`config.mk`:
```
export PLATFORM = sky130hd
export DESIGN_NAME = ckspb_scan
export DESIGN_NICKNAME = d
export VERILOG_FILES = /design/src/rtl/ckspb_pkg.sv /design/src/rtl/ckspb_scan.sv
export SDC_FILE = /design/constraint.sdc
export NUM_CORES = 1
export LEC_CHECK = 0
export ABC_AREA = 1
export BUFFER_PORTS_ARGS = -buffer_cell sky130_fd_sc_hd__buf_2
export CELL_PAD_IN_SITES_DETAIL_PLACEMENT = 1
export CELL_PAD_IN_SITES_GLOBAL_PLACEMENT = 1
export CORE_MARGIN = 4
export CORE_UTILIZATION = 38
export DETAILED_ROUTE_END_ITERATION = 16
export GPL_ROUTABILITY_DRIVEN = 1
export PLACE_DENSITY_LB_ADDON = 0.1
export SLEW_MARGIN = 0
export SYNTH_ARGS = -nofsm -noshare
export SYNTH_HDL_FRONTEND = slang
export SYNTH_SLANG_ARGS = --single-unit
```
`constraint.sdc`:
```
create_clock -name clk -period 6.95 [get_ports clk]
set_input_delay 1.39 -clock clk [delete_from_list [all_inputs] [get_ports clk]]
set_output_delay 1.39 -clock clk [all_outputs]
set_load 0.02 [all_outputs]
```
`src/rtl/ckspb_pkg.sv`:
```
// Shared types and constants for the color-keyed sprite blitter.
package ckspb_pkg;

  localparam int PIX_W      = 16;
  localparam int OFFSET_W   = 19;
  localparam int DIM_W      = 11;
  localparam int POS_W      = 12;
  localparam int ALIGN_W    = 2;
  localparam int CFG_IDX_W  = 3;
  localparam int CFG_DATA_W = 16;
  // Screen coordinates before clipping; holds every reachable row and column.
  localparam int COORD_W    = 14;

  localparam logic [PIX_W-1:0]   KEY_RESET  = 16'h07E0;
  localparam logic [ALIGN_W-1:0] ALIGN_LEFT = 2'd0;
  localparam logic [ALIGN_W-1:0] ALIGN_MID  = 2'd1;
  localparam logic [ALIGN_W-1:0] ALIGN_END  = 2'd2;

  typedef enum logic [CFG_IDX_W-1:0] {
    CFG_SPRITE_WIDTH  = 3'd0,
    CFG_SPRITE_HEIGHT = 3'd1,
    CFG_DEST_X        = 3'd2,
    CFG_DEST_Y        = 3'd3,
    CFG_ALIGN_MODE    = 3'd4,
    CFG_KEY_COLOR     = 3'd5
  } cfg_idx_t;

  // Derived blit geometry handed from the register file to the scan logic.
  typedef struct packed {
    logic [DIM_W-1:0]          width;
    logic [DIM_W-1:0]          height;
    logic signed [COORD_W-1:0] left_col;
    logic signed [COORD_W-1:0] top_row;
    logic [PIX_W-1:0]          key_color;
  } geom_t;

  // One pixel in flight between the input stage and the output register.
  typedef struct packed {
    logic [PIX_W-1:0]          pixel;
    logic signed [COORD_W-1:0] col;
    logic signed [COORD_W-1:0] row;
    logic                      opaque;
  } pix_stage_t;

endpackage

```
`src/rtl/ckspb_scan.sv`:
```
// Column and row counters that map each source pixel to screen coordinates.
module ckspb_scan import ckspb_pkg::*; #(
  parameter int MAX_SPRITE_DIM = 1024
) (
  input  logic                      clk,
  input  logic                      rst_n,
  input  geom_t                     geom,
  input  logic                      advance,
  output logic signed [COORD_W-1:0] col_pos,
  output logic signed [COORD_W-1:0] row_pos
);

  // The clamped size never exceeds the 11-bit register range.
  localparam int DIM_CAP = (MAX_SPRITE_DIM < 2047) ? MAX_SPRITE_DIM : 2047;
  localparam int CNT_W   = $clog2(DIM_CAP);
  localparam int CMP_W   = DIM_W + 1;

  logic [CNT_W-1:0] col_r, col_nxt;
  logic [CNT_W-1:0] row_r, row_nxt;
  logic             col_wrap;
  logic             row_wrap;

  assign col_wrap = (CMP_W'(col_r) + CMP_W'(1)) >= CMP_W'(geom.width);
  assign row_wrap = (CMP_W'(row_r) + CMP_W'(1)) >= CMP_W'(geom.height);

  always_comb begin
    col_nxt = col_r;
    row_nxt = row_r;
    if (advance) begin
      if (col_wrap) begin
        col_nxt = '0;
        row_nxt = row_wrap ? '0 : row_r + CNT_W'(1);
      end else begin
        col_nxt = col_r + CNT_W'(1);
      end
    end
  end

  always_ff @(posedge clk) begin
    if (!rst_n) begin
      col_r <= '0;
      row_r <= '0;
    end else begin
      col_r <= col_nxt;
      row_r <= row_nxt;
    end
  end

  // Rows arrive bottom-up, so the screen row counts down from the top row.
  assign col_pos = geom.left_col + $signed({{(COORD_W-CNT_W){1'b0}}, col_r});
  assign row_pos = geom.top_row - $signed({{(COORD_W-CNT_W){1'b0}}, row_r});

endmodule

```
* Yosys cells after proc, flatten, opt, wreduce, memory -nomap -nowiden
Cells that the tools add are included.
Storage, ports and cells: output and inout port bits 28, input port bits 69, flip-flop bits (word level) 20, logic and storage cells 13
Operators by class: order comparisons 2, $add $sub $neg 6, multiplexer cells 2, reductions and logical operators 1
Operators with widths (number):
- 10-bit by 1-bit adder with 11-bit output (second input constant) | 2
- 11-bit greater-or-equal comparator | 2
- 10-bit by 1-bit adder with 10-bit output (second input constant) | 2
- 10-bit two-way mux | 2
- 14-bit by 11-bit adder with 14-bit output | 1
- 14-bit by 11-bit subtractor with 14-bit output | 1
- 2-bit AND reduction | 1

* Depth between registers and ports, before layout
depth in word-level cells 3, gate-level depth with buffers 18, depth with buffers taken out 18

* Least setup slack after synthesis
OpenSTA, ideal clock, no wires.
path type in2out, start point input port geom[16] (netlist bit), end point output port row_pos[10], data required time 5.560 ns, slack 2.654 ns, buffers on the path 0, stages on the path 7, arrival 2.906 ns, path through inv_1 > ha_1 > fa_1 > o21ai_1 > a21oi_1 > o21bai_1 > xor2_1
On the way: word-level cells in the longest chain between the ends 1
RTL lines:
- from (decl) | RTL line ckspb_scan.sv:7 | input geom_t geom,
- 14-bit by 11-bit subtractor with 14-bit output | RTL line ckspb_scan.sv:51 | assign row_pos = geom.top_row - $signed({{(COORD_W-CNT_W){1'b0}}, row_r});
- to (decl) | RTL line ckspb_scan.sv:10 | output logic signed [COORD_W-1:0] row_pos
No other way between the ends.

* Worst setup path in the final report
Same ends and word-level chain as after synthesis.

==> impl_metrics.json <==
{
  "outcome": "finished clean",
  "fin_crit_sh_pct": 64.04,
  "die_x_microns": 95.70,
  "die_area_sq_um": 9158,
  "fin_hold_ws_ns": 0.4949,
  "timing_hold_violations_final": 0,
  "wire_per_inst_microns": 12.51,
  "crit_arrival_ns": 3.06,
  "die_h_microns": 95.70,
  "worst_r2r_path_depth": 15,
  "core-area_sq_um": 7370,
  "worst_slew_pin_slew_ns": 0.4018,
  "antenna_cells": 0,
  "numCtsBuffers": 3,
  "start_util_pct": 39.66,
  "power.density_nw_per_um2": 125.7,
  "cp_max_fo": 3,
  "slew_headroom_pct": 72.84,
  "grtUsageMet3_pct": 2.267,
  "clk_transition_reported_paths_ns": 0.09,
  "grt_pass1_vias": 3091,
  "worstSetupStartpointType": "primary input",
  "cts_setup_buffers": 0,
  "critPathKind": "primary input to output port",
  "syn_area_per_cell_sq_um": 6.354,
  "dpl.hpwl_microns": 7114,
  "hold_path_class": "flop to flop",
  "fin_setup_tns_ns": 0,
  "final_max_slew_viol_count": 0,
  "grt_usage_pct": 17.70,
  "grt_remaining_overflow": 0,
  "fmax_ghz": 0.2247,
  "cts_tree": "done",
  "syn2layout_area_growth_pct": 19.73,
  "cp.required_ns": 5.56,
  "drtIter0Drc": 23,
  "rows": 31,
  "hold_depth": 2,
  "fillers": 1047,
  "vdd_drop_max_mv": 0.07291,
  "leakage_nw": 1.938,
  "period_needed_ns": 4.451,
  "netlist-cell-type-count": 32,
  "clockBufferDepth": 2,
  "gp_congestion": 0.8375,
  "skew_ns": 0.01226,
  "grt_max_degree": 13,
  "drt_wl_total_microns": 8017,
  "fin_util_pct": 47.49,
  "maxCapViolCount": 0,
  "antenna_found_initial": 0,
  "io_pins": 97,
  "worst_setup_path_end_kind": "output port",
  "ys_seq_area_share_pct": 13.70,
  "placement.io_buffers": 80,
  "htreeDepth": 1,
  "grt_pass1_wl_microns": 13260,
  "cts.hold.buffers_added": 0,
  "cts_resized": 0,
  "firstDrtPassIters": 4,
  "cts_sinks": 20,
  "drc": 0,
  "worstSkewPairLatency_ns": 0.28,
  "ant_nets": 0,
  "rsz0062_at_grt": "no",
  "finalSetupViolCount": 0,
  "synth_area_sq_um": 2923,
  "synth_warnings": 0,
  "syn_nets": 575,
  "grt_use_met1_pct": 20.36,
  "final_layout_size_suffix_gt1_share_pct": 20.11,
  "nets": 658,
  "avgViaCountPerCell": 4.768,
  "grt_busiest_layer": "met2",
  "ys_ff_latch": 20,
  "synthCells": 460,
  "use_met2_pct": 35.90,
  "root_buffer": "clkbuf_8",
  "vias": 3056
}
synthesized netlist by cell type (all sizes together):
| cell | number | area [sq um] |
|---|---|---|
| nand2 | 112 | 442.9 |
| inv | 85 | 319.1 |
| nor2 | 63 | 254.0 |
| ha | 44 | 550.5 |
| a21oi | 33 | 176.4 |
| o21ai | 23 | 122.6 |
| dfxtp | 20 | 400.4 |
| xor2 | 18 | 157.7 |
| xnor2 | 16 | 140.1 |
| nand3 | 15 | 75.07 |
| nor3 | 9 | 101.4 |
| nand4 | 4 | 25.02 |
| a21o | 3 | 22.52 |
| o21bai | 3 | 22.52 |
| clkinv | 2 | 7.510 |
| fa | 2 | 40.04 |
| a21boi | 1 | 7.510 |
| a22oi | 1 | 7.510 |
| buf | 1 | 15.01 |
| clkbuf | 1 | 3.750 |
| nor3b | 1 | 7.510 |
| nor4b | 1 | 8.760 |
| o211ai | 1 | 7.510 |
| o21a | 1 | 7.510 |
layout make-up:
| class | instances | area [sq um] | area share, % |
|---|---|---|---|
| clock buffers | 3 | 41.29 | 1.180 |
| clock inverters | 1 | 30.03 | 0.8581 |
| inverters | 87 | 326.6 | 9.331 |
| multi-input cells | 351 | 2177 | 62.21 |
| flip-flops and latches | 20 | 400.4 | 11.44 |
| well taps | 99 | 123.9 | 3.540 |
| repair buffers | 80 | 400.4 | 11.44 |
sequential cells by signal (all words and copies together) (netlist names):
register  cells
row_r        10
col_r        10
kinds of logic after synthesis:
kind of cell	synth area share [%]
AO/OA/AOI/OAI	12.80
XOR/XNOR	10.19
adder cells (fa/ha/maj)	20.21
buffers and inverters	11.82
flip-flops	13.70
AND/OR/NAND/NOR	31.29
cells in the final DEF, fill, tap and decap left out, drive strengths merged, types with 2 or more instances in the layout:
cell type | synthesis | final
clkbuf | 1 | 3
o21bai | 3 | 3
xnor2 | 16 | 16
a21oi | 33 | 33
nor3 | 9 | 9
fa | 2 | 2
inv | 85 | 85
nand3 | 15 | 15
o21ai | 23 | 23
a21o | 3 | 3
ha | 44 | 44
xor2 | 18 | 18
buf | 1 | 80
nor2 | 63 | 63
clkinv | 2 | 2
nand4 | 4 | 4
dfxtp | 20 | 20
nand2 | 112 | 112
power by group:
part / switching (mW) / internal [mW]
registers: 0.00654 / 0.119
logic: 0.119 / 0.0736
clock network: 0.0449 / 0.0771
per-layer routing:
layer  routed length (microns)  vias to the layer above
li1                          -                     1609
met1                      3381                     1406
met2                      4382                       39
met3                       241                        2
met4                        12                        0
met5                         0                        -
metrics by stage:
stage / setup slack, ns / power (mW) / instance area, sq um / std cells
after CTS: 2.461 / 0.4454 / 3500 / 641
after floorplan: 2.654 / 0.2596 / 2923 / 460
final: 2.499 / 0.4398 / 3500 / 641
after detailed placement: 2.464 / 0.3233 / 3428 / 637
after global placement: 2.464 / 0.3166 / 3428 / 637
after global routing: 2.301 / 0.4719 / 3500 / 641
final timing paths:
kind	start	endpoint	slack [ns]
worst min-delay path	row_r[3]$_SDFFE_PN0P_	row_r[3]$_SDFFE_PN0P_	0.49
worst max-delay path	geom[16]	row_pos[10]	2.50
worst max register to register	row_r[0]$_SDFFE_PN0P_	row_r[6]$_SDFFE_PN0P_	4.14
worst min register to register	row_r[3]$_SDFFE_PN0P_	row_r[3]$_SDFFE_PN0P_	0.49
worst max-delay path: stages:
cell and delay (ns):
buf_2 0.07, inv_1 0.03, ha_1 0.23, fa_1 0.43, o21ai_1 0.24, a21oi_1 0.16
o21bai_1 0.18, xor2_1 0.15, buf_2 0.18
Power figures use the tool's default switching activity.
