**src/rtl/ckspb_pkg.sv**
```systemverilog
// Shared types and constants for the color-keyed sprite blitter.
package ckspb_pkg;

  localparam int PIX_W      = 16;
  localparam int OFFSET_W   = 19;
  localparam int DIM_W      = 11;
  localparam int POS_W      = 12;
  localparam int ALIGN_W    = 2;
  localparam int CFG_IDX_W  = 3;
  localparam int CFG_DATA_W = 16;
  // Screen coordinates before clipping; holds every reachable row and column.
  localparam int COORD_W    = 14;

  localparam logic [PIX_W-1:0]   KEY_RESET  = 16'h07E0;
  localparam logic [ALIGN_W-1:0] ALIGN_LEFT = 2'd0;
  localparam logic [ALIGN_W-1:0] ALIGN_MID  = 2'd1;
  localparam logic [ALIGN_W-1:0] ALIGN_END  = 2'd2;

  typedef enum logic [CFG_IDX_W-1:0] {
    CFG_SPRITE_WIDTH  = 3'd0,
    CFG_SPRITE_HEIGHT = 3'd1,
    CFG_DEST_X        = 3'd2,
    CFG_DEST_Y        = 3'd3,
    CFG_ALIGN_MODE    = 3'd4,
    CFG_KEY_COLOR     = 3'd5
  } cfg_idx_t;

  // Derived blit geometry handed from the register file to the scan logic.
  typedef struct packed {
    logic [DIM_W-1:0]          width;
    logic [DIM_W-1:0]          height;
    logic signed [COORD_W-1:0] left_col;
    logic signed [COORD_W-1:0] top_row;
    logic [PIX_W-1:0]          key_color;
  } geom_t;

  // One pixel in flight between the input stage and the output register.
  typedef struct packed {
    logic [PIX_W-1:0]          pixel;
    logic signed [COORD_W-1:0] col;
    logic signed [COORD_W-1:0] row;
    logic                      opaque;
  } pix_stage_t;

endpackage

```
**src/rtl/ckspb_wr.sv**
```systemverilog
// Screen clipping, offset computation and the frame-buffer write register.
module ckspb_wr import ckspb_pkg::*; #(
  parameter int SCREEN_WIDTH  = 640,
  parameter int SCREEN_HEIGHT = 480
) (
  input  logic                clk,
  input  logic                rst_n,
  input  logic                stage_valid,
  input  pix_stage_t          stage,
  output logic                take,
  output logic                wr_valid,
  input  logic                wr_ready,
  output logic [OFFSET_W-1:0] wr_offset,
  output logic [PIX_W-1:0]    wr_pixel
);

  logic                valid_r, valid_nxt;
  logic [OFFSET_W-1:0] offset_r;
  logic [PIX_W-1:0]    pixel_r;
  logic                on_screen;
  logic [31:0]         offset_full;

  assign on_screen = (stage.col >= 0) && (stage.col < $signed(COORD_W'(SCREEN_WIDTH))) &&
                     (stage.row >= 0) && (stage.row < $signed(COORD_W'(SCREEN_HEIGHT)));

  assign offset_full = 32'(stage.row[COORD_W-2:0]) * 32'(SCREEN_WIDTH)
                     + 32'(stage.col[COORD_W-2:0]);

  assign take      = !valid_r || wr_ready;
  assign valid_nxt = take ? (stage_valid && stage.opaque && on_screen) : valid_r;

  always_ff @(posedge clk) begin
    if (!rst_n) begin
      valid_r <= 1'b0;
    end else begin
      valid_r <= valid_nxt;
    end
  end

  always_ff @(posedge clk) begin
    if (take) begin
      offset_r <= offset_full[OFFSET_W-1:0];
      pixel_r  <= stage.pixel;
    end
  end

  assign wr_valid  = valid_r;
  assign wr_offset = offset_r;
  assign wr_pixel  = pixel_r;

endmodule
```
**config.mk**
```make
export PLATFORM = sky130hd
export DESIGN_NAME = ckspb_wr
export DESIGN_NICKNAME = d
export VERILOG_FILES = /design/src/rtl/ckspb_pkg.sv /design/src/rtl/ckspb_wr.sv
export SDC_FILE = /design/constraint.sdc
export NUM_CORES = 1
export LEC_CHECK = 0
export ABC_AREA = 1
export BUFFER_PORTS_ARGS = -buffer_cell sky130_fd_sc_hd__buf_2
export CAP_MARGIN = 10
export CORE_AREA = 2 2 81 83
export DETAILED_ROUTE_END_ITERATION = 8
export DIE_AREA = 0 0 83 85
export GPL_ROUTABILITY_DRIVEN = 0
export PLACE_DENSITY_LB_ADDON = 0.25
export SYNTH_ARGS = -nofsm -noshare
export SYNTH_HDL_FRONTEND = slang
export SYNTH_SLANG_ARGS = --single-unit
```
**constraint.sdc**
```tcl
create_clock -name clk -period 6.06 [get_ports clk]
set_input_delay 0.303 -clock clk [delete_from_list [all_inputs] [get_ports clk]]
set_output_delay 0.303 -clock clk [all_outputs]
set_load 0.05 [all_outputs]
```
=== After elaboration in Yosys (flattened, before gate mapping) ===
Cells that the tools add are included.

* Shift operators: 0
* Divide/modulo/power cells: 0
* Order comparisons: 4
* Equal/unequal tests: 0
* Multiplexer cells: 0
* Reduce and logical (&&, ||, !) cells: 7
* Add/sub/neg operators: 1
* Multiply operators: 1
* Bitwise logic cells: 0

{| class="wikitable"
|+ Operators by type and width
! cell !! number
|-
| >= comparator 14 x 1 -> 1 bit, second input constant || 2
|-
| adder 19 x 13 -> 19 bit || 1
|-
| < comparator 14 x 10 -> 1 bit, second input constant || 1
|-
| < comparator 14 x 11 -> 1 bit, second input constant || 1
|-
| multiplier 13 x 3 -> 12 bit, second input constant || 1
|-
| logical AND 1 bit || 5
|-
| zero test 1 bit || 1
|-
| logical OR 1 bit || 1
|}

* Memories kept: 0
* Bits in writable memories: 0
* Latch bits: 0
* Logic and storage cells: 16
* Register bits: 36
* Memory bits (read-only): 0

=== Depth between registers and ports, before layout ===
* Depth in word-level cells: 5
* Depth in mapped cells: 17
* Gate-level depth less buffers: 17

=== Worst setup path before layout ===
No wires, ideal clock.

* Path kind: in2reg
* Start: in stage[2] (netlist bit)
* End: reg offset_r[17], in the netlist wr_offset[17] (data pin)
* Stages on the path: 13
* Slack: 3513 ps
* Library setup time: 252 ps
* Required time: 5808 ps
* Arrival time: 2295 ps
* Cells stage by stage: ha_1 > ha_1 > inv_1 > fa_1 > xnor2_1 > ha_1 > nand2_1 > o211ai_1 > nand2_1 > nor2_2 > nand2_1 > nand2_1 > nand2_1

* Word-level cells in the longest chain between the ends: 2

{| class="wikitable"
|+ Ends and longest elaborated chain
! what !! RTL line !! RTL
|-
| start: declaration || ckspb_wr.sv:9 || <nowiki>input pix_stage_t stage,</nowiki>
|-
| multiplier 13 x 3 -> 12 bit || ckspb_wr.sv:26 || <nowiki>assign offset_full = 32'(stage.row[COORD_W-2:0]) * 32'(SCREEN_WIDTH)</nowiki>
|-
| adder 19 x 13 -> 19 bit || ckspb_wr.sv:27 || <nowiki>+ 32'(stage.col[COORD_W-2:0]);</nowiki>
|-
| named net offset_full[17] || ckspb_wr.sv:21 || <nowiki>logic [31:0] offset_full;</nowiki>
|-
| end signal: assignment || ckspb_wr.sv:42 || <nowiki>offset_r <= offset_full[OFFSET_W-1:0];</nowiki>
|-
| end: declaration || ckspb_wr.sv:18 || <nowiki>logic [OFFSET_W-1:0] offset_r;</nowiki>
|}

The timed path passes the listed nets, and every way through them passes these cells.
A chain may end at the register's enable or synchronous reset.

=== Worst setup path in the final report ===
Same ends and word-level chain as after synthesis.

==> metrics.yaml <==
synthesis:
  synthXorXnorAreaFrac_pct: 3.75
  synth_area_leaders: "edfxtp_1, ha_1, nand2_1, inv_1, nand4_1"
  syn_area_um2: 2100
  yosysWarnings: 0
  syn_nets: 276
  synth_top_area_share_pct: 49.9
  syn_area_per_cell_um2: 10.4
  ys_seq_area_share_pct: 50.9
  yosys.area.top_type: "edfxtp_1"
  ys.flop_type: "edfxtp_1"
  synth_edf_count: 35
  synth_simple_gate_area_share_pct: 20.0
  syn_inst: 202
  synth_top_family_by_area: "simple AND/OR/NAND/NOR gates"
  synthArstFlopShare_pct: 0
  yosys.area_share.adder_pct: 15.6
  synth-compound-area-share_pct: 3.63
  synth_cell_types: 31
  synth-seq-cells: 36
  yosys-mux-area-fraction_pct: 0
grt:
  grt_antenna_before_repair: 0
  grt_pass1_wl_um: 7240
  grt_pass1_vias: 1535
  grt_use_total_pct: 12.8
  grt_max_degree: 38
  grt_overflow: 0
pwr:
  p_leak_nw: 1.39
  p_total_mw: 0.853
  power.density_nw_per_um2: 311
  ir_drop_mv: 0.223
placed_design:
  dp_cells: 365
  io_buffers: 85
  dp_hpwl_um: 3580
clocking:
  cts_tree: "done"
  ctsLongestPathBuffers: 2
  cts_resized: 0
  cts.sinks: 36
  h-tree-depth: 2
  cts.clk_slew.worst_paths_ns: 0.07
  root_buffer: "clkbuf_8"
  post_cts_buffers: 0
  insertion_delay_ns: 0.29
  numCtsBuffers: 5
  cts-hold-fix-buffers: 0
sta:
  period_needed_ns: 2.51
  clock_skew_ns: 0.00626
  fmax_mhz: 398
  worst_slew_pin_slew_ns: 0.442
  maxSlewHeadroom_pct: 70.6
  grt_setup_unrepaired: "no"
  timing.final.crit_share_pct: 41.4
  tns_ns: 0
  slew_viol_final: 0
  hold_viol_final: 0
  setup_violations: 0
critical_path:
  crit_type: "in2reg"
  end_kind: "flip-flop"
  cp_max_fo: 4
  r2r_cells: 2
  crit_required_ns: 6.10
  arrival_ns: 2.56
  worst_setup_path_start_kind: "primary input"
drt:
  drc: 0
  vias: 1676
  wl_per_cell_um: 11.3
  ant_nets: 0
  drt_wl_total_um: 4220
  drt_iter0_drc: 35
  firstDrtPassIters: 4
  vias_per_cell: 4.49
finish:
  antennaDiodeCount: 0
  syn_to_final_growth_pct: 30.4
  fin_util_pct: 44.2
  final-instance-count-excl-fill: 373
  final_nets: 369
  n_fill_cell: 600
  drive_above_1_share_pct: 37.2
floorplan:
  initial_core_util_pct: 33.9
  core_um2: 6200
  row_count: 29
  die_h_um: 85
  io_pins: 86
  die_x_um: 83
  die_area_um2: 7060
job:
  drv_cap: 0
outcome:
  status: "finished, final reports clean"
min_path:
  hold_class: "in2reg"
  hold_depth: 1
flip-flops by register name, summed over array words and instances, names as in the netlist:
name,cells
wr_offset,19
wr_pixel,16
wr_valid,1
report_power, final:
part,switching (mW),internal (mW),total (mW),leakage (nW)
clock,0.0814,0.122,0.203,0.0541
sequential,0.00899,0.316,0.325,0.378
combinational,0.235,0.0910,0.326,0.954
total,0.325,0.528,0.853,1.39
layer usage:
metal  global-route usage (%)  up-vias  share of wire [%]  routed length (um)
met1                     16.3      722                 46                1940
met2                     20.6       79                 44                1880
met4                     5.37        0                1.8                  74
met3                     3.60        8                7.8                 330
met5                        0        -                  0                   0
li1                         -      867                  -                   -
area by class of cell:
| cell class | count | area [um^2] | share of cell area (%) |
|---|---|---|---|
| Sequential cell | 36 | 1070 | 39.0 |
| Multi-Input combinational cell | 132 | 905 | 33.0 |
| Timing Repair Buffer | 86 | 433 | 15.8 |
| Inverter | 34 | 129 | 4.69 |
| Tap cell | 77 | 96.3 | 3.51 |
| Clock buffer | 5 | 68.8 | 2.51 |
| Clock inverter | 3 | 42.5 | 1.55 |
logic make-up after synthesis:
family          Yosys count
xor+xnor                  9
simple gates             85
flops                    36
buf+inv                  34
compound gates           13
fa+ha+maj                25
per-stage QoR:
step	area, um^2	hold WS [ns]	setup WS, ns
4_1_cts	2750	0.176	3.54
2_1_floorplan	2100	0.402	3.51
3_3_place_gp	2630	0.480	3.28
6_report	2750	0.188	3.55
5_1_grt	2750	0.170	3.36
3_5_place_dp	2630	0.482	3.23
worst paths after layout:
check	start	to	slack [ns]
setup reg to reg	wr_valid	wr_offset[11]	4.92
setup / recovery	stage[2]	wr_offset[17]	3.55
hold reg to reg	wr_valid	wr_offset[2]	0.89
hold / removal	stage[31]	wr_pixel[2]	0.19
critical path, stage by stage:
cell and delay, ns:
buf_2 0.12, ha_1 0.27, ha_1 0.15, inv_1 0.05
fa_1 0.39, xnor2_1 0.15, ha_1 0.36, nand2_1 0.09
clkinv_1 0.05, nand4_1 0.06, o211ai_1 0.13, nand2_1 0.10
nor2_2 0.15, nand2_1 0.07, nand2_1 0.05, nand2_1 0.04
cells in the mapped netlist, types with 3 or more instances:
cell,number
nor2_1,4
nand2_2,6
a21oi_1,7
xnor2_1,4
inv_2,3
nand3_1,8
nand4_1,8
nand2_1,48
edfxtp_1,35
xor2_1,5
inv_1,29
ha_1,23
placed cells by master (no fill, tap or decap), types with 2 or more instances in the layout:
| cell type | n |
|---|---|
| clkbuf_8 | 5 |
| inv_2 | 3 |
| xor2_1 | 5 |
| edfxtp_1 | 35 |
| xnor2_1 | 4 |
| buf_2 | 85 |
| a21oi_1 | 7 |
| ha_1 | 23 |
| nor2_1 | 4 |
| clkinv_2 | 2 |
| nand3_2 | 2 |
| inv_1 | 29 |
| nand2_1 | 48 |
| nand3b_1 | 2 |
| nand3_1 | 8 |
| nand4_1 | 8 |
| fa_1 | 2 |
| nand2_2 | 6 |
Note: power is estimated with default switching activity, not from simulation.
