File: src/rtl/ckspb_pkg.sv
// Shared types and constants for the color-keyed sprite blitter.
package ckspb_pkg;

  localparam int PIX_W      = 16;
  localparam int OFFSET_W   = 19;
  localparam int DIM_W      = 11;
  localparam int POS_W      = 12;
  localparam int ALIGN_W    = 2;
  localparam int CFG_IDX_W  = 3;
  localparam int CFG_DATA_W = 16;
  // Screen coordinates before clipping; holds every reachable row and column.
  localparam int COORD_W    = 14;

  localparam logic [PIX_W-1:0]   KEY_RESET  = 16'h07E0;
  localparam logic [ALIGN_W-1:0] ALIGN_LEFT = 2'd0;
  localparam logic [ALIGN_W-1:0] ALIGN_MID  = 2'd1;
  localparam logic [ALIGN_W-1:0] ALIGN_END  = 2'd2;

  typedef enum logic [CFG_IDX_W-1:0] {
    CFG_SPRITE_WIDTH  = 3'd0,
    CFG_SPRITE_HEIGHT = 3'd1,
    CFG_DEST_X        = 3'd2,
    CFG_DEST_Y        = 3'd3,
    CFG_ALIGN_MODE    = 3'd4,
    CFG_KEY_COLOR     = 3'd5
  } cfg_idx_t;

  // Derived blit geometry handed from the register file to the scan logic.
  typedef struct packed {
    logic [DIM_W-1:0]          width;
    logic [DIM_W-1:0]          height;
    logic signed [COORD_W-1:0] left_col;
    logic signed [COORD_W-1:0] top_row;
    logic [PIX_W-1:0]          key_color;
  } geom_t;

  // One pixel in flight between the input stage and the output register.
  typedef struct packed {
    logic [PIX_W-1:0]          pixel;
    logic signed [COORD_W-1:0] col;
    logic signed [COORD_W-1:0] row;
    logic                      opaque;
  } pix_stage_t;

endpackage

File: src/rtl/ckspb_cfg.sv
// Blit register file with size clamping and horizontal alignment.
module ckspb_cfg import ckspb_pkg::*; #(
  parameter int MAX_SPRITE_DIM = 1024
) (
  input  logic                  clk,
  input  logic                  rst_n,
  input  logic                  cfg_wr_en,
  input  logic [CFG_IDX_W-1:0]  cfg_index,
  input  logic [CFG_DATA_W-1:0] cfg_wdata,
  output geom_t                 geom
);

  logic [DIM_W-1:0]   width_r;
  logic [DIM_W-1:0]   height_r;
  logic [POS_W-1:0]   dest_x_r;
  logic [POS_W-1:0]   dest_y_r;
  logic [ALIGN_W-1:0] align_r;
  logic [PIX_W-1:0]   key_r;

  logic [DIM_W-1:0]          width_c;
  logic [DIM_W-1:0]          height_c;
  logic signed [COORD_W-1:0] shift;

  always_ff @(posedge clk) begin
    if (!rst_n) begin
      width_r  <= DIM_W'(1);
      height_r <= DIM_W'(1);
      dest_x_r <= '0;
      dest_y_r <= '0;
      align_r  <= ALIGN_LEFT;
      key_r    <= KEY_RESET;
    end else if (cfg_wr_en) begin
      unique case (cfg_idx_t'(cfg_index))
        CFG_SPRITE_WIDTH:  width_r  <= cfg_wdata[DIM_W-1:0];
        CFG_SPRITE_HEIGHT: height_r <= cfg_wdata[DIM_W-1:0];
        CFG_DEST_X:        dest_x_r <= cfg_wdata[POS_W-1:0];
        CFG_DEST_Y:        dest_y_r <= cfg_wdata[POS_W-1:0];
        CFG_ALIGN_MODE:    align_r  <= cfg_wdata[ALIGN_W-1:0];
        CFG_KEY_COLOR:     key_r    <= cfg_wdata[PIX_W-1:0];
        default: ;
      endcase
    end
  end

  // A zero size counts as one; sizes above the limit saturate.
  always_comb begin
    if (width_r == '0) begin
      width_c = DIM_W'(1);
    end else if (32'(width_r) > MAX_SPRITE_DIM) begin
      width_c = DIM_W'(MAX_SPRITE_DIM);
    end else begin
      width_c = width_r;
    end
    if (height_r == '0) begin
      height_c = DIM_W'(1);
    end else if (32'(height_r) > MAX_SPRITE_DIM) begin
      height_c = DIM_W'(MAX_SPRITE_DIM);
    end else begin
      height_c = height_r;
    end
  end

  always_comb begin
    case (align_r)
      ALIGN_MID: shift = $signed({{(COORD_W-DIM_W+1){1'b0}}, width_c[DIM_W-1:1]});
      ALIGN_END: shift = $signed({{(COORD_W-DIM_W){1'b0}}, width_c});
      default:   shift = '0;
    endcase
  end

  assign geom.width     = width_c;
  assign geom.height    = height_c;
  assign geom.left_col  = COORD_W'($signed(dest_x_r)) - shift;
  assign geom.top_row   = COORD_W'($signed(dest_y_r))
                        + $signed({{(COORD_W-DIM_W){1'b0}}, height_c})
                        - COORD_W'(1);
  assign geom.key_color = key_r;

endmodule

File: config.mk
export PLATFORM = sky130hd
export DESIGN_NAME = ckspb_cfg
export DESIGN_NICKNAME = d
export VERILOG_FILES = /design/src/rtl/ckspb_pkg.sv /design/src/rtl/ckspb_cfg.sv
export SDC_FILE = /design/constraint.sdc
export NUM_CORES = 1
export LEC_CHECK = 0
export BUFFER_PORTS_ARGS = -buffer_cell sky130_fd_sc_hd__buf_4
export CAP_MARGIN = 20
export CORE_MARGIN = 10
export CORE_UTILIZATION = 55
export DETAILED_ROUTE_END_ITERATION = 6
export GPL_ROUTABILITY_DRIVEN = 0
export GPL_TIMING_DRIVEN = 0
export PLACE_DENSITY = 0.87
export SYNTH_ARGS = -nofsm -noshare
export SYNTH_HDL_FRONTEND = slang
export SYNTH_SLANG_ARGS = --single-unit
File: constraint.sdc
create_clock -name clk -period 4.1 [get_ports clk]
set_clock_uncertainty 0.15 [all_clocks]
set_input_delay 0.41 -clock clk [delete_from_list [all_inputs] [get_ports clk]]
set_output_delay 0.41 -clock clk [all_outputs]
set_load 0.03 [all_outputs]
Word level (Yosys, flattened, before mapping) --
Index checks and enable logic that the tools add are counted.
Word-level totals: output and inout bits 66, input bits 22, bits in registers 64, word-level logic and storage cells 32
Cells by class: $add $sub $neg 3, reduce and logical (&&, ||, !) cells 9, muxes and demuxes 5, equal/unequal tests 7, order comparisons 2
Operators by type and width (count):
- two-way mux 11 bit | 4
- greater-than comparator 11 bit, second input constant | 2
- logical NOT 11 bit | 2
- case mux 11 bit (2 select lines) | 1
- subtractor 13 x 2 -> 14 bit, second input constant | 1
- adder 12 x 12 -> 13 bit | 1
- subtractor 12 x 12 -> 13 bit | 1
- AND reduction 2 bit | 6
- == test 3 x 2 -> 1 bit, second input constant | 2
- == test 3 bit, second input constant | 2
- == test 3 x 1 -> 1 bit, second input constant | 1
- logical NOT 3 bit | 1
- == test 2 x 1 -> 1 bit, second input constant | 1
- == test 2 bit, second input constant | 1

Logic depth before layout (Yosys ltp) --
depth in word-level cells 5, gate-level depth with buffers 13

Least setup slack after synthesis --
Ideal clock, no wire load.
path type reg2out, from register width_r[10], to output port geom[40] in the netlist's numbering, setup slack 208 ps, arrival time 3332 ps, data required time 3540 ps, stages on the path, launching flop included 11, path through dfxtp_1 > clkbuf_1 > a21oi_1 > a22oi_1 > nor2_1 > ha_1 > fa_1 > nand2b_1 > a21oi_1 > o211ai_1 > o311ai_0
RTL lines:
- start, declared | RTL line ckspb_cfg.sv:13 | logic [DIM_W-1:0] width_r;
- start signal, assigned | RTL line ckspb_cfg.sv:34 | CFG_SPRITE_WIDTH: width_r <= cfg_wdata[DIM_W-1:0];
- end, declared | RTL line ckspb_cfg.sv:10 | output geom_t geom

==> summary.md <==
| Metric | Value |
|---|---|
| PD cells | `roughly 320 mW/mm²` |
| Routed wl met2 | `5.20 mm` |
| Final Hold Vio Count | `0` |
| FF-to-FF Start | `width_r[10]` |
| #FFs+latches synth | `64` |
| Period utilisation layout | `0.947` |
| Syn-to-layout area delta | `23.7%` |
| Layout Utilization | `0.696` |
| Initial core utilization | `0.563` |
| Drt wl/cell | `about 14 µm` |
| Worst r2r path cells | `3` |
| Final wirelength | `10.6 mm` |
| Setup TNS | `0 ps` |
| Crit path DAT | `3320 ps` |
| Total clock sinks | `64` |
| Tmin final | `about 3900 ps` |
| DIE AREA | `approximately 0.011 mm²` |
| CP Depth | `13` |
| WL met1 | `4.30 mm` |
| Die width | `106 µm` |
| Gr ovfl total | `0` |
| Worst VDD drop | `0.000222 V` |
| Leak pwr | `between 2 and 2.5 nW` |
| Total GRT Usage | `0.187` |
| Final-stage net count | `704` |
| # rows | `31` |
| Worst skew pair latency | `340 ps` |
| Unrepaired setup endpoints after global routing | `false` |
| Synth unique cells | `50` |
| Share of post-route cells with drive strength above 1 | `0.178` |
| Register area | `0.00128 mm²` |
| FF-to-FF setup slack | `about 2900 ps` |
| Max Cap Violations | `0` |
| Clk buf depth | `2` |
| Bufs and invs on worst path | `2` |
| CTS Buf Count | `9` |
| Syn nets | `607` |
| Max FO, Critical Path | `8` |
| H-tree Lvls | `3` |
| Vias in the first global route | `3842` |
| Max layer used | `met4` |
| Worst Setup SP | `width_r[5]` |
| Register area share after synthesis | `0.315` |
| Worst EP required | `3540 ps` |
| Slowest CP cell | `ha_1` |
| Top delay family on crit path | `compound AO/OA/AOI/OAI gates` |
| # port buffers | `86` |
| Fraction of synthesis flops using an asynchronous set or reset pin | `0` |
| Antenna violations before repair | `0` |
| Fmax | `0.258 GHz` |
| Post-CTS setup buffer count | `0` |
| DRC viols | `0` |
| CTS resizes | `0` |
| Worst Setup End Kind | `output pin` |
| # diodes | `0` |
| First-pass GRT wire length | `about 18 mm` |
| Worst path cell trace | `nor4_1, nand3_1, o21ai_1, nor2b_1, clkbuf_2, nand2_1, ha_1, a21o_1, a21oi_1, o21ai_0, a211oi_1, xnor2_1, buf_4` |
| DR iter-0 viols | `between 150 and 200` |
| CORE AREA | `0.00721 mm²` |
| Post-synthesis area per instance | `7.41 µm²` |
| Crit path largest cell delay | `370 ps` |
| Ys flop type | `dfxtp_1` |
| Power consumption | `1.62 mW` |
| Final setup fails | `0` |
| Detailed placer's ending HPWL | `roughly 8.5 mm` |
| Mapped Area | `0.00406 mm²` |
| Mapped Cells | `548` |
| DR WL met3 | `about 980 µm` |
| Hold buffer count at cts | `0` |
| Outcome | `finished clean` |
| Drt pass-1 iters | `5` |
| CP startpoint kind | `flop` |
| Fill count | `a little under 600` |
| Pins Over Slew Limit | `0` |
| Actual slew at the worst max-slew pin | `between 400 and 500 ps` |
| Yosys warning count | `0` |
| Multi-input logic area | `0.00244 mm²` |
| Slew headroom | `0.695` |
| CTS tree | `done` |
| Vias per inst | `5.28` |
| Reg-to-reg critical path endpoint | `width_r[10]` |
| Chip height | `106 µm` |
| Final ANT Viol Nets | `0` |
| WS Path Type | `reg -> out` |
| Post-synth EDFFs | `0` |
| Clock-pin slew on the worst setup and hold paths | `60 ps` |
| Clock Tree Root | `clkbuf_8` |
| # IOs | `slightly below 90` |
| Hold Crit Class | `in -> reg` |
| Critical Path End | `geom[39]` |
| Via total after detailed routing | `3958` |
| Largest net degree at the start of global routing | `11` |
==> power breakdown <==
| group | internal [mW] | leakage (nW) | switching (mW) |
|---|---|---|---|
| registers | 0.636 | 0.518 | 0.0104 |
| logic | 0.189 | 1.70 | 0.291 |
| clock network | 0.266 | 0.0992 | 0.230 |
| total | 1.09 | 2.32 | 0.532 |
==> final cells by class <==
cell class,instances,area share
tap,99,0.0247
multi-input combinational,395,0.486
sequential,64,0.255
clock inverter,3,0.00299
inverter,64,0.0478
buffer,25,0.0212
timing repair buffer,86,0.129
clock buffer,13,0.0336
==> synthesized netlist by cell type, types with 2 or more instances <==
master    instances  area [µm²]
o211ai_1          6        45.0
inv_1            63         236
nand2_1         150         563
and3_1            2        12.5
a21oi_1          19        95.1
fa_1              2        40.0
nand2b_1          5        31.3
nor2b_1          13        81.3
nand3_1          16        80.1
o21bai_1          2        15.0
or2_2             3        18.8
dfxtp_1          64        1280
ha_1             35         438
and2_1            3        18.8
xor2_1            5        43.8
mux2i_1           2        20.0
o21ai_0           4        20.0
buf_2             5        25.0
xnor2_1          11        96.3
o31ai_1           2        15.0
o22ai_1           2        12.5
a22oi_1           3        22.5
o21ai_1           2        10.0
nor4_1            2        12.5
nor2_1           16        60.1
a21boi_0         53         398
a22o_1            7        61.3
a21o_1            4        30.0
or3_1             3        18.8
nand4_1           2        12.5
clkbuf_2          2        10.0
o311ai_0          2        17.5
clkbuf_1         17        63.8
nor3_1            5        25.0
==> sequential cells by signal (all words and copies together), names as in the netlist <==
signal / cells
key_r: 16
dest_x_r: 12
dest_y_r: 12
height_r: 11
width_r: 11
align_r: 2
==> cells in the final DEF (no fill, tap or decap), types with 4 or more instances in the layout <==
cell type / instances
o211ai_1: 6
xor2_1: 5
a21boi_0: 53
a21oi_1: 19
o21ai_0: 4
dfxtp_1: 64
nand2b_1: 5
nor2b_1: 13
nor2_1: 16
a22o_1: 7
buf_4: 87
inv_1: 63
clkbuf_8: 12
ha_1: 35
a21o_1: 4
xnor2_1: 11
nand3_1: 16
buf_2: 5
clkbuf_1: 18
nor3_1: 5
nand2_1: 150
==> cell families after synthesis <==
| logic type | count (synthesis) | share of synthesized area |
|---|---|---|
| AO/OA/AOI/OAI | 116 | 0.203 |
| XOR/XNOR | 16 | 0.0345 |
| adder cells (fa/ha/maj) | 37 | 0.118 |
| buffers and inverters | 89 | 0.0853 |
| flip-flops | 64 | 0.315 |
| multiplexers | 2 | 0.00493 |
| AND/OR/NAND/NOR | 224 | 0.239 |
==> per-layer routing <==
| metal | vias to the layer above | global-route usage |
|---|---|---|
| met5 | - | 0 |
| met4 | 0 | 0.0571 |
| met3 | 14 | 0.0543 |
| met2 | 128 | 0.327 |
| met1 | 1819 | 0.214 |
| li1 | 1997 | - |
==> worst min-delay path by stage <==
| stage | slack, ps | start | to | depth (start not counted) |
|---|---|---|---|---|
| after global placement | 300 | key_r[14] | key_r[14] | 2 |
| after floorplan | 290 | dest_x_r[0] | dest_x_r[0] | 2 |
| after global routing | 180 | cfg_wdata[14] | key_r[14] | 3 |
| final | 180 | cfg_wdata[14] | key_r[14] | 3 |
| after CTS | 170 | cfg_wdata[14] | key_r[14] | 3 |
| after detailed placement | 310 | key_r[3] | key_r[3] | 2 |
==> tightest hold or removal path: cells and delay by family <==
family	cells	cell delay [ps]
buf+inv	1	110
compound gates	1	60
simple gates	1	40
==> metrics by stage <==
stage	setup slack, ps	std cells	hold WS [ps]	instance area (µm²)
after floorplan	208	548	293	4060
after global placement	686	733	301	4830
after detailed placement	637	733	307	4830
after CTS	254	749	169	5010
after global routing	6.40	749	181	5020
final	219	749	175	5020
Note: power is estimated with default switching activity, not from simulation.
